### config.mk
export PLATFORM = sky130hd
export DESIGN_NAME = iir_direct_form_one_filter_core
export DESIGN_NICKNAME = d
export VERILOG_FILES = /design/src/rtl/iirdf1_pkg.sv /design/src/rtl/iirdf1_regs.sv /design/src/rtl/iirdf1_ctrl.sv /design/src/rtl/iirdf1_datapath.sv /design/src/rtl/iir_direct_form_one_filter_core.sv
export SDC_FILE = /design/constraint.sdc
export NUM_CORES = 2
export LEC_CHECK = 0
export BUFFER_PORTS_ARGS = -buffer_cell sky130_fd_sc_hd__clkbuf_2
export CAP_MARGIN = 20
export CORE_ASPECT_RATIO = 0.9
export CORE_MARGIN = 4
export CORE_UTILIZATION = 54
export CTS_CLUSTER_DIAMETER = 40
export CTS_CLUSTER_SIZE = 16
export DETAILED_ROUTE_END_ITERATION = 8
export PLACE_DENSITY = 0.73
export SYNTH_ARGS = -nofsm -noshare
export SYNTH_HDL_FRONTEND = slang
export SYNTH_SLANG_ARGS = --single-unit
### constraint.sdc
create_clock -name clk -period 7.7 [get_ports clk]
set_input_delay 1.155 -clock clk [delete_from_list [all_inputs] [get_ports clk]]
set_output_delay 1.155 -clock clk [all_outputs]
set_load 0.02 [all_outputs]
### src/rtl/iirdf1_pkg.sv
// Shared types and constants for the direct form I IIR filter core.
// No dependencies; used by every module under rtl/.
`timescale 1ns / 1ps
`default_nettype none

package iirdf1_pkg;

    localparam int DATA_W    = 16;
    localparam int COEF_W    = 16;
    localparam int CFG_IDX_W = 3;
    localparam int TAP_CNT_W = 2;
    localparam int NUM_COEF  = 3;           // coefficients per direction in the register map
    localparam int MAC_TERMS = 5;           // three feed-forward slots, two feedback slots
    localparam int PROD_W    = DATA_W + COEF_W;
    localparam int ACC_W     = PROD_W + 4;
    localparam int MAG_W     = ACC_W - 1;
    localparam int QUO_W     = DATA_W + 1;  // quotient magnitude bits kept by the divider
    localparam int CNT_W     = $clog2(QUO_W);

    // register map
    localparam logic [CFG_IDX_W-1:0] REG_FEED_0    = 3'd0;
    localparam logic [CFG_IDX_W-1:0] REG_FEED_1    = 3'd1;
    localparam logic [CFG_IDX_W-1:0] REG_FEED_2    = 3'd2;
    localparam logic [CFG_IDX_W-1:0] REG_BACK_0    = 3'd3;
    localparam logic [CFG_IDX_W-1:0] REG_BACK_1    = 3'd4;
    localparam logic [CFG_IDX_W-1:0] REG_BACK_2    = 3'd5;
    localparam logic [CFG_IDX_W-1:0] REG_FEED_TAPS = 3'd6;
    localparam logic [CFG_IDX_W-1:0] REG_BACK_TAPS = 3'd7;

    localparam logic [COEF_W-1:0]    COEF_UNITY    = 16'h4000;
    localparam logic [TAP_CNT_W-1:0] TAPS_RESET    = 2'd3;

    typedef struct packed {
        logic [NUM_COEF-1:0][COEF_W-1:0] feed_coef;
        logic [NUM_COEF-1:0][COEF_W-1:0] back_coef;
        logic [TAP_CNT_W-1:0]            feed_taps;
        logic [TAP_CNT_W-1:0]            back_taps;
    } cfg_t;

    typedef struct packed {
        logic                 load;       // take the input beat, clear the accumulator
        logic                 mul_en;     // multiply the selected term
        logic                 term_feed;  // 1: feed-forward term, 0: feedback term
        logic [1:0]           term_idx;   // coefficient index of the term
        logic                 prep;       // form magnitudes and overflow check
        logic                 div_step;   // one restoring division step
        logic                 finish;     // saturate, load output, push output history
    } cmd_t;

endpackage

`default_nettype wire

### src/rtl/iirdf1_regs.sv
// Configuration register file for the IIR filter core.
// Depends on iirdf1_pkg.
`timescale 1ns / 1ps
`default_nettype none

module iirdf1_regs (
    input  wire logic                                clk,
    input  wire logic                                rst_n,
    input  wire logic                                cfg_wr_en,
    input  wire logic [iirdf1_pkg::CFG_IDX_W-1:0]    cfg_index,
    input  wire logic [iirdf1_pkg::COEF_W-1:0]       cfg_data,
    output iirdf1_pkg::cfg_t                         cfg
);

    iirdf1_pkg::cfg_t cfg_reg;

    always_ff @(posedge clk or negedge rst_n)
    begin
        if (!rst_n)
        begin
            cfg_reg              <= '0;
            cfg_reg.feed_coef[0] <= iirdf1_pkg::COEF_UNITY;
            cfg_reg.back_coef[0] <= iirdf1_pkg::COEF_UNITY;
            cfg_reg.feed_taps    <= iirdf1_pkg::TAPS_RESET;
            cfg_reg.back_taps    <= iirdf1_pkg::TAPS_RESET;
        end
        else if (cfg_wr_en)
        begin
            case (cfg_index)
                iirdf1_pkg::REG_FEED_0:    cfg_reg.feed_coef[0] <= cfg_data;
                iirdf1_pkg::REG_FEED_1:    cfg_reg.feed_coef[1] <= cfg_data;
                iirdf1_pkg::REG_FEED_2:    cfg_reg.feed_coef[2] <= cfg_data;
                iirdf1_pkg::REG_BACK_0:    cfg_reg.back_coef[0] <= cfg_data;
                iirdf1_pkg::REG_BACK_1:    cfg_reg.back_coef[1] <= cfg_data;
                iirdf1_pkg::REG_BACK_2:    cfg_reg.back_coef[2] <= cfg_data;
                iirdf1_pkg::REG_FEED_TAPS:
                    cfg_reg.feed_taps <= cfg_data[iirdf1_pkg::TAP_CNT_W-1:0];
                iirdf1_pkg::REG_BACK_TAPS:
                    cfg_reg.back_taps <= cfg_data[iirdf1_pkg::TAP_CNT_W-1:0];
                default:                   cfg_reg <= cfg_reg;
            endcase
        end
    end

    assign cfg = cfg_reg;

endmodule

`default_nettype wire

### src/rtl/iirdf1_ctrl.sv
// Sequencer for the IIR filter core: handshakes, MAC schedule, divider steps.
// Depends on iirdf1_pkg; drives iirdf1_datapath through cmd_t.
`timescale 1ns / 1ps
`default_nettype none

module iirdf1_ctrl #(
    parameter int TAPS = 3
) (
    input  wire logic                clk,
    input  wire logic                rst_n,
    input  wire iirdf1_pkg::cfg_t    cfg,
    input  wire logic                in_valid,
    output logic                     in_ready,
    output logic                     out_valid,
    input  wire logic                out_ready,
    output iirdf1_pkg::cmd_t         cmd
);

    typedef enum logic [5:0] {
        ST_IDLE  = 6'b000001,
        ST_MAC   = 6'b000010,
        ST_DRAIN = 6'b000100,
        ST_PREP  = 6'b001000,
        ST_DIV   = 6'b010000,
        ST_FIN   = 6'b100000
    } state_t;

    localparam logic [1:0] TAPS_MAX = 2'(TAPS);

    state_t                          state_reg, state_next;
    logic [iirdf1_pkg::CNT_W-1:0]    cnt_reg, cnt_next;
    logic                            out_valid_reg, out_valid_next;
    logic [1:0]                      nf, nb;
    logic [1:0]                      idx;
    logic                            feed;
    logic                            used;

    function automatic logic [1:0] clamp_taps(input logic [1:0] v);
        logic [1:0] n;
        n = v;
        if (n == 2'd0)
            n = 2'd1;
        if (n > TAPS_MAX)
            n = TAPS_MAX;
        return n;
    endfunction

    assign nf = clamp_taps(cfg.feed_taps);
    assign nb = clamp_taps(cfg.back_taps);

    // slots 0..2 are feed-forward taps 0..2, slots 3..4 are feedback taps 1..2
    always_comb
    begin
        if (cnt_reg < iirdf1_pkg::CNT_W'(iirdf1_pkg::NUM_COEF))
        begin
            feed = 1'b1;
            idx  = cnt_reg[1:0];
            used = (idx < nf);
        end
        else
        begin
            feed = 1'b0;
            idx  = 2'(cnt_reg - iirdf1_pkg::CNT_W'(2));
            used = (idx < nb);
        end
    end

    assign in_ready  = (state_reg == ST_IDLE);
    assign out_valid = out_valid_reg;

    always_comb
    begin
        cmd           = '0;
        cmd.load      = in_valid && in_ready;
        cmd.mul_en    = (state_reg == ST_MAC) && used;
        cmd.term_feed = feed;
        cmd.term_idx  = idx;
        cmd.prep      = (state_reg == ST_PREP);
        cmd.div_step  = (state_reg == ST_DIV);
        cmd.finish    = (state_reg == ST_FIN) && (!out_valid_reg || out_ready);
    end

    always_comb
    begin
        state_next = state_reg;
        cnt_next   = cnt_reg;
        case (state_reg)
            ST_IDLE:
            begin
                cnt_next = '0;
                if (cmd.load)
                    state_next = ST_MAC;
            end
            ST_MAC:
            begin
                cnt_next = cnt_reg + 1'b1;
                if (cnt_reg == iirdf1_pkg::CNT_W'(iirdf1_pkg::MAC_TERMS - 1))
                    state_next = ST_DRAIN;
            end
            ST_DRAIN:
                state_next = ST_PREP;
            ST_PREP:
            begin
                cnt_next   = '0;
                state_next = ST_DIV;
            end
            ST_DIV:
            begin
                cnt_next = cnt_reg + 1'b1;
                if (cnt_reg == iirdf1_pkg::CNT_W'(iirdf1_pkg::QUO_W - 1))
                    state_next = ST_FIN;
            end
            ST_FIN:
                if (cmd.finish)
                    state_next = ST_IDLE;
            default:
                state_next = ST_IDLE;
        endcase
    end

    always_comb
    begin
        out_valid_next = out_valid_reg;
        if (cmd.finish)
            out_valid_next = 1'b1;
        else if (out_ready)
            out_valid_next = 1'b0;
    end

    always_ff @(posedge clk or negedge rst_n)
    begin
        if (!rst_n)
        begin
            state_reg     <= ST_IDLE;
            cnt_reg       <= '0;
            out_valid_reg <= 1'b0;
        end
        else
        begin
            state_reg     <= state_next;
            cnt_reg       <= cnt_next;
            out_valid_reg <= out_valid_next;
        end
    end

    a_load_starts_mac: assert property (@(posedge clk) disable iff (!rst_n)
        (in_valid && in_ready) |=> (state_reg == ST_MAC))
        else $error("accepted beat did not start the MAC sequence");

    a_div_count_bound: assert property (@(posedge clk) disable iff (!rst_n)
        (state_reg == ST_DIV) |-> (cnt_reg < iirdf1_pkg::CNT_W'(iirdf1_pkg::QUO_W)))
        else $error("divider step count out of range");

    a_div_to_fin: assert property (@(posedge clk) disable iff (!rst_n)
        (state_reg == ST_DIV && cnt_reg == iirdf1_pkg::CNT_W'(iirdf1_pkg::QUO_W - 1))
        |=> (state_reg == ST_FIN))
        else $error("divider did not hand over to finish");

    a_finish_no_overwrite: assert property (@(posedge clk) disable iff (!rst_n)
        cmd.finish |-> (!out_valid_reg || out_ready))
        else $error("result register overwritten before it was taken");

endmodule

`default_nettype wire

### src/rtl/iirdf1_datapath.sv
// Datapath for the IIR filter core: histories, shared multiplier, accumulator,
// restoring divider, saturation and result register. Depends on iirdf1_pkg.
`timescale 1ns / 1ps
`default_nettype none

module iirdf1_datapath #(
    parameter int TAPS = 3
) (
    input  wire logic                                   clk,
    input  wire logic                                   rst_n,
    input  wire iirdf1_pkg::cfg_t                       cfg,
    input  wire iirdf1_pkg::cmd_t                       cmd,
    input  wire logic signed [iirdf1_pkg::DATA_W-1:0]   sample_in,
    output logic signed [iirdf1_pkg::DATA_W-1:0]        sample_out,
    output logic                                        saturated,
    output logic                                        bad_divisor
);

    localparam int DW = iirdf1_pkg::DATA_W;
    localparam int CW = iirdf1_pkg::COEF_W;
    localparam int PW = iirdf1_pkg::PROD_W;
    localparam int AW = iirdf1_pkg::ACC_W;
    localparam int MW = iirdf1_pkg::MAG_W;
    localparam int QW = iirdf1_pkg::QUO_W;

    localparam logic [QW-1:0]        POS_LIMIT = QW'(32767);
    localparam logic [QW-1:0]        NEG_LIMIT = QW'(32768);
    localparam logic signed [DW-1:0] SAT_HI    = 16'sh7FFF;
    localparam logic signed [DW-1:0] SAT_LO    = 16'sh8000;

    logic signed [DW-1:0]  x_hist_reg [TAPS];
    logic signed [DW-1:0]  y_hist_reg [TAPS];
    logic signed [PW-1:0]  product_reg;
    logic                  neg_term_reg;
    logic                  acc_en_reg;
    logic signed [AW-1:0]  acc_reg;
    logic [DW-1:0]         rem_reg;
    logic [QW-1:0]         quo_reg;
    logic [DW-1:0]         dmag_reg;
    logic                  neg_q_reg;
    logic                  ovf_reg;
    logic                  zero_div_reg;
    logic signed [DW-1:0]  sample_out_reg;
    logic                  saturated_reg;
    logic                  bad_divisor_reg;

    logic signed [DW-1:0]  opnd;
    logic signed [CW-1:0]  coef;
    logic signed [CW-1:0]  divisor;
    logic [MW-1:0]         acc_mag;
    logic [DW-1:0]         d_mag;
    logic [DW:0]           rem_shift;
    logic                  rem_ge;
    logic [DW:0]           rem_diff;
    logic signed [DW-1:0]  y;
    logic                  sat;

    // operand select: feedback tap k reads output history entry k-1
    always_comb
    begin
        opnd = '0;
        for (int i = 0; i < TAPS; i++)
        begin
            if (cmd.term_feed && cmd.term_idx == 2'(i))
                opnd = x_hist_reg[i];
            if (!cmd.term_feed && cmd.term_idx == 2'(i + 1))
                opnd = y_hist_reg[i];
        end
    end

    always_comb
    begin
        case (cmd.term_idx)
            2'd0:    coef = cmd.term_feed ? cfg.feed_coef[0] : cfg.back_coef[0];
            2'd1:    coef = cmd.term_feed ? cfg.feed_coef[1] : cfg.back_coef[1];
            2'd2:    coef = cmd.term_feed ? cfg.feed_coef[2] : cfg.back_coef[2];
            default: coef = '0;
        endcase
    end

    assign divisor  = cfg.back_coef[0];
    assign acc_mag  = acc_reg[AW-1] ? MW'(-acc_reg) : MW'(acc_reg);
    assign d_mag    = divisor[CW-1] ? DW'(-divisor) : DW'(divisor);

    assign rem_shift = {rem_reg, quo_reg[QW-1]};
    assign rem_ge    = (rem_shift >= {1'b0, dmag_reg});
    assign rem_diff  = rem_shift - {1'b0, dmag_reg};

    always_comb
    begin
        sat = 1'b0;
        y   = '0;
        if (zero_div_reg)
        begin
            y = '0;
        end
        else if (ovf_reg)
        begin
            sat = 1'b1;
            y   = neg_q_reg ? SAT_LO : SAT_HI;
        end
        else if (!neg_q_reg)
        begin
            if (quo_reg > POS_LIMIT)
            begin
                sat = 1'b1;
                y   = SAT_HI;
            end
            else
                y = quo_reg[DW-1:0];
        end
        else
        begin
            if (quo_reg > NEG_LIMIT)
            begin
                sat = 1'b1;
                y   = SAT_LO;
            end
            else
                y = DW'(-quo_reg);
        end
    end

    always_ff @(posedge clk or negedge rst_n)
    begin
        if (!rst_n)
        begin
            for (int i = 0; i < TAPS; i++)
            begin
                x_hist_reg[i] <= '0;
                y_hist_reg[i] <= '0;
            end
            acc_en_reg <= 1'b0;
        end
        else
        begin
            acc_en_reg <= cmd.mul_en;
            if (cmd.load)
            begin
                x_hist_reg[0] <= sample_in;
                for (int i = 1; i < TAPS; i++)
                    x_hist_reg[i] <= x_hist_reg[i - 1];
            end
            if (cmd.finish)
            begin
                y_hist_reg[0] <= y;
                for (int i = 1; i < TAPS; i++)
                    y_hist_reg[i] <= y_hist_reg[i - 1];
            end
        end
    end

    // register the product, accumulate it in the next cycle
    always_ff @(posedge clk)
    begin
        if (cmd.mul_en)
        begin
            product_reg  <= coef * opnd;
            neg_term_reg <= !cmd.term_feed;
        end

        if (cmd.load)
            acc_reg <= '0;
        else if (acc_en_reg)
            acc_reg <= neg_term_reg ? acc_reg - AW'(product_reg)
                                    : acc_reg + AW'(product_reg);

        if (cmd.prep)
        begin
            // quotient needs more than QW bits when the high part already reaches the divisor
            ovf_reg      <= (acc_mag[MW-1:QW] >= (MW - QW)'(d_mag));
            rem_reg      <= acc_mag[QW+DW-1:QW];
            quo_reg      <= acc_mag[QW-1:0];
            dmag_reg     <= d_mag;
            neg_q_reg    <= acc_reg[AW-1] ^ divisor[CW-1];
            zero_div_reg <= (divisor == '0);
        end
        else if (cmd.div_step)
        begin
            rem_reg <= rem_ge ? rem_diff[DW-1:0] : rem_shift[DW-1:0];
            quo_reg <= {quo_reg[QW-2:0], rem_ge};
        end

        if (cmd.finish)
        begin
            sample_out_reg  <= y;
            saturated_reg   <= sat;
            bad_divisor_reg <= zero_div_reg;
        end
    end

    assign sample_out  = sample_out_reg;
    assign saturated   = saturated_reg;
    assign bad_divisor = bad_divisor_reg;

endmodule

`default_nettype wire

### src/rtl/iir_direct_form_one_filter_core.sv
// Top level of the direct form I IIR filter core.
// Depends on iirdf1_pkg, iirdf1_regs, iirdf1_ctrl and iirdf1_datapath.
//
//  channel  | handshake              | payload
//  ---------+------------------------+--------------------------------------
//  input    | in_valid / in_ready    | sample_in
//  output   | out_valid / out_ready  | sample_out, saturated, bad_divisor
//  config   | cfg_wr_en              | cfg_index, cfg_data
//
// A beat holds the core from acceptance until in_ready returns: 5 MAC slots on the
// shared 16x16 multiplier, one drain, one setup, 17 restoring divider steps and one
// finish step; the next beat is accepted only once the core is back in idle. The
// finish step loads the result register and raises out_valid. The result register
// frees the output side: a new beat is accepted while the previous result waits; the
// finish step holds until that result is taken. Reset is asynchronous, active low,
// and clears both histories and the sequencer state, but not the result register.
`timescale 1ns / 1ps
`default_nettype none

module iir_direct_form_one_filter_core #(
    parameter int TAPS = 3
) (
    input  wire logic                                   clk,
    input  wire logic                                   rst_n,
    input  wire logic                                   in_valid,
    output logic                                        in_ready,
    input  wire logic signed [iirdf1_pkg::DATA_W-1:0]   sample_in,
    output logic                                        out_valid,
    input  wire logic                                   out_ready,
    output logic signed [iirdf1_pkg::DATA_W-1:0]        sample_out,
    output logic                                        saturated,
    output logic                                        bad_divisor,
    input  wire logic                                   cfg_wr_en,
    input  wire logic [iirdf1_pkg::CFG_IDX_W-1:0]       cfg_index,
    input  wire logic [iirdf1_pkg::COEF_W-1:0]          cfg_data
);

    iirdf1_pkg::cfg_t cfg;
    iirdf1_pkg::cmd_t cmd;

    iirdf1_regs u_regs (
        .clk       (clk),
        .rst_n     (rst_n),
        .cfg_wr_en (cfg_wr_en),
        .cfg_index (cfg_index),
        .cfg_data  (cfg_data),
        .cfg       (cfg)
    );

    iirdf1_ctrl #(
        .TAPS (TAPS)
    ) u_ctrl (
        .clk       (clk),
        .rst_n     (rst_n),
        .cfg       (cfg),
        .in_valid  (in_valid),
        .in_ready  (in_ready),
        .out_valid (out_valid),
        .out_ready (out_ready),
        .cmd       (cmd)
    );

    iirdf1_datapath #(
        .TAPS (TAPS)
    ) u_datapath (
        .clk         (clk),
        .rst_n       (rst_n),
        .cfg         (cfg),
        .cmd         (cmd),
        .sample_in   (sample_in),
        .sample_out  (sample_out),
        .saturated   (saturated),
        .bad_divisor (bad_divisor)
    );

endmodule

`default_nettype wire
==> results.cfg <==
[run_status]
status = finished, final reports clean

[floorplan]
die-area_sq_um = 58600
core_sq_um = 54200
start_util_pct = 54.5
pin_count = 60
rows = 81
die_height_um = 230
fp.dieW_um = 255

[critical_path]
crit_slowest_cell = fa_2
crit_path_frequent_cell = fa_1
path_class = flop to flop
cp_max_fo = 11
worstSetupStartpointType = flop
critPathMaxStageDelay_ps = 610
worst-path-buf-inv = 9
crit_family = adder cells
required_ps = 8020
cp_data_arrival_time_ps = 7850
cp-end-kind = flop

[synthesis]
synth_compound_area_share_pct = 10.2
async_flop_share_pct = 60.1
synth-edff-count = 103
yosys-mux-area-fraction_pct = 6.59
synthesis.nets = 3666
synth_adder_area_share_pct = 24.6
ys_seq_area_share_pct = 30.6
yosys.area_share.simple_pct = 16.6
synth_top_family_by_area = adder cells
syn-mean-instance-area_sq_um = 9.23
synthesis.instances = 3204
synth_xor_area_share_pct = 4.50
synth-seq-cells = 348
synth_cell_types = 79
synth_area_sq_um = 29600
dominantRegCellSynth = dfrtp_1
ys_warn_count = 0

[clocking]
cts_buffer_depth = 3
clk_latency_ps = 630
htreeDepth = 2
cts_tree = yes
clock_sinks = 348
cts_root_buf = clkbuf_16
clk_pin_slew_ps = 70
numCtsBuffers = 56

[grt]
grt_usage_pct = 28.4
grt_pass1_vias = 24256
grt_pass1_wl_um = 132000
antenna_found_initial = 0
grt_max_degree = 88
globalRouteOverflowTotal = 0

[sta]
fin_crit_sh_pct = 97.8
relSlewSlack_pct = 25.6
min_period_ps = 7530
drv_slew = 0
setup-tns-final_ps = 0
rsz0062_at_grt = true
worst_slew_pin_slew_ps = 1110
setup_viol_count_final = 0
fmax_mhz = 133
hold_viol_final = 0
fin_ws_ps = 171
worst_clock_skew_ps = 64.2

[detailed_routing]
first_pass_iters = 5
detail_route.wl_per_cell_um = 20.4
via_per_inst = 5.84
drt_wl_total_um = 83800
drt_iter0_drc = 2019
postRouteAntennaNets = 0
num_vias = 23967
drcViolationCount = 0

[finish]
syn2layout_area_growth_pct = 15.6
antenna_cells = 0
nNetsFinal = 3811
mostFrequentLayoutCells = nand2_1, inv_1, nor2_1
drive_gt1_share_pct = 17.3
largest_reg_flops = 100
mostFrequentLayoutCell = nand2_1

[hold_path]
hold_class = flop to flop

[flow_run]
max-cap-violations = 0

[placed_design]
place_ws_ps = -262
io_buffer_count = 59
dp_hpwl_um = 62700
gp_congestion = 0.958
## path summary, 6_finish.rpt
path	start	end	cells after the start	slack, ps
max in group asynchronous	rst_n	u_ctrl.cnt_reg[1]$_DFFE_PN0P_	2	5730
setup / recovery	u_ctrl.cnt_reg[3]$_DFFE_PN0P_	u_datapath.product_reg[28]$_DFFE_PP_	30	170
hold reg to reg	u_datapath.x_hist_reg[12]$_DFFE_PN0P_	u_datapath.x_hist_reg[12]$_DFFE_PN0P_	2	470
setup reg to reg	u_ctrl.cnt_reg[3]$_DFFE_PN0P_	u_datapath.product_reg[28]$_DFFE_PP_	30	170
min in group asynchronous	rst_n	u_regs.cfg[30]$_DFFE_PN0P_	1	580
hold / removal	u_datapath.x_hist_reg[12]$_DFFE_PN0P_	u_datapath.x_hist_reg[12]$_DFFE_PN0P_	2	470
## kinds of logic (layout without fill, tap and decap cells)
group / count (synthesis) / in the layout
AO/OA/AOI/OAI: 476 / 476
XOR/XNOR: 152 / 152
adder cells (fa/ha/maj): 422 / 422
buffers and inverters: 544 / 737
flip-flops: 348 / 348
multiplexers: 166 / 166
AND/OR/NAND/NOR: 1096 / 1096
## cell usage after synthesis, types with 13 or more instances
cell type	instances	share of area, %
xor2_1	36	1.1
clkbuf_1	109	1.4
o21bai_1	13	0.33
a211oi_1	18	0.46
nand2b_1	41	0.87
nand3_1	35	0.59
mux2_2	109	4.2
o31ai_1	30	0.76
or2_2	21	0.44
buf_1	13	0.17
nor2_1	285	3.6
and2_1	17	0.36
fa_1	264	18
a21o_1	24	0.61
nor3_1	42	0.71
nor4_1	18	0.38
edfxtp_1	103	10
or3_1	22	0.47
nand4b_1	15	0.44
mux2i_1	45	1.5
nand2_1	517	6.6
dfxtp_1	36	2.4
o21a_1	17	0.43
dfrtp_1	202	17
inv_1	410	5.2
ha_1	158	6.7
a21oi_1	134	2.3
a31oi_1	27	0.57
o21ai_0	110	1.9
and3_1	22	0.47
xnor2_1	116	3.4
## layout make-up
type                            count  area, sq um
Clock inverter                     43          485
Timing Repair Buffer              219         1810
Tap cell                          705          882
Multi-Input combinational cell   2312        18900
Sequential cell                   348         9050
Clock buffer                       63         1480
Fill cell                        4313        20000
Inverter                          412         1550
## what timing repair did
action                     CTS  global route
pin swaps                    2            57
setup endpoints to repair   11            14
hold buffers                 0             0
buffers inserted             1            40
resized for setup           19           109
gates cloned                 0             3
## per-stage QoR
stage	std cells	utilization (%)	cell area, sq um	hold slack (ps)
floorplan	3204	-	29600	438
global placement	3949	57.6	31300	451
detailed placement	3950	57.7	31300	457
CTS	4057	61.4	33300	472
global route	4102	63.0	34200	499
finish	4102	63.0	34200	468
## layer usage
metal	track usage [%]	wire length, um
met1	38.1	34300
met2	47.1	40300
met3	6.22	6860
met4	7.76	2290
met5	0	0
## worst reg2reg max path, delay by kind of cell (launching register included)
kind	cells	cell delay, ps
compound gates	6	1060
xor+xnor	1	70
fa+ha+maj	7	3500
buf+inv	9	1090
flops	1	380
simple gates	7	1120
Power is not shown: default switching activity piles up to over one toggle a cycle in this logic, so the estimate is an artifact.
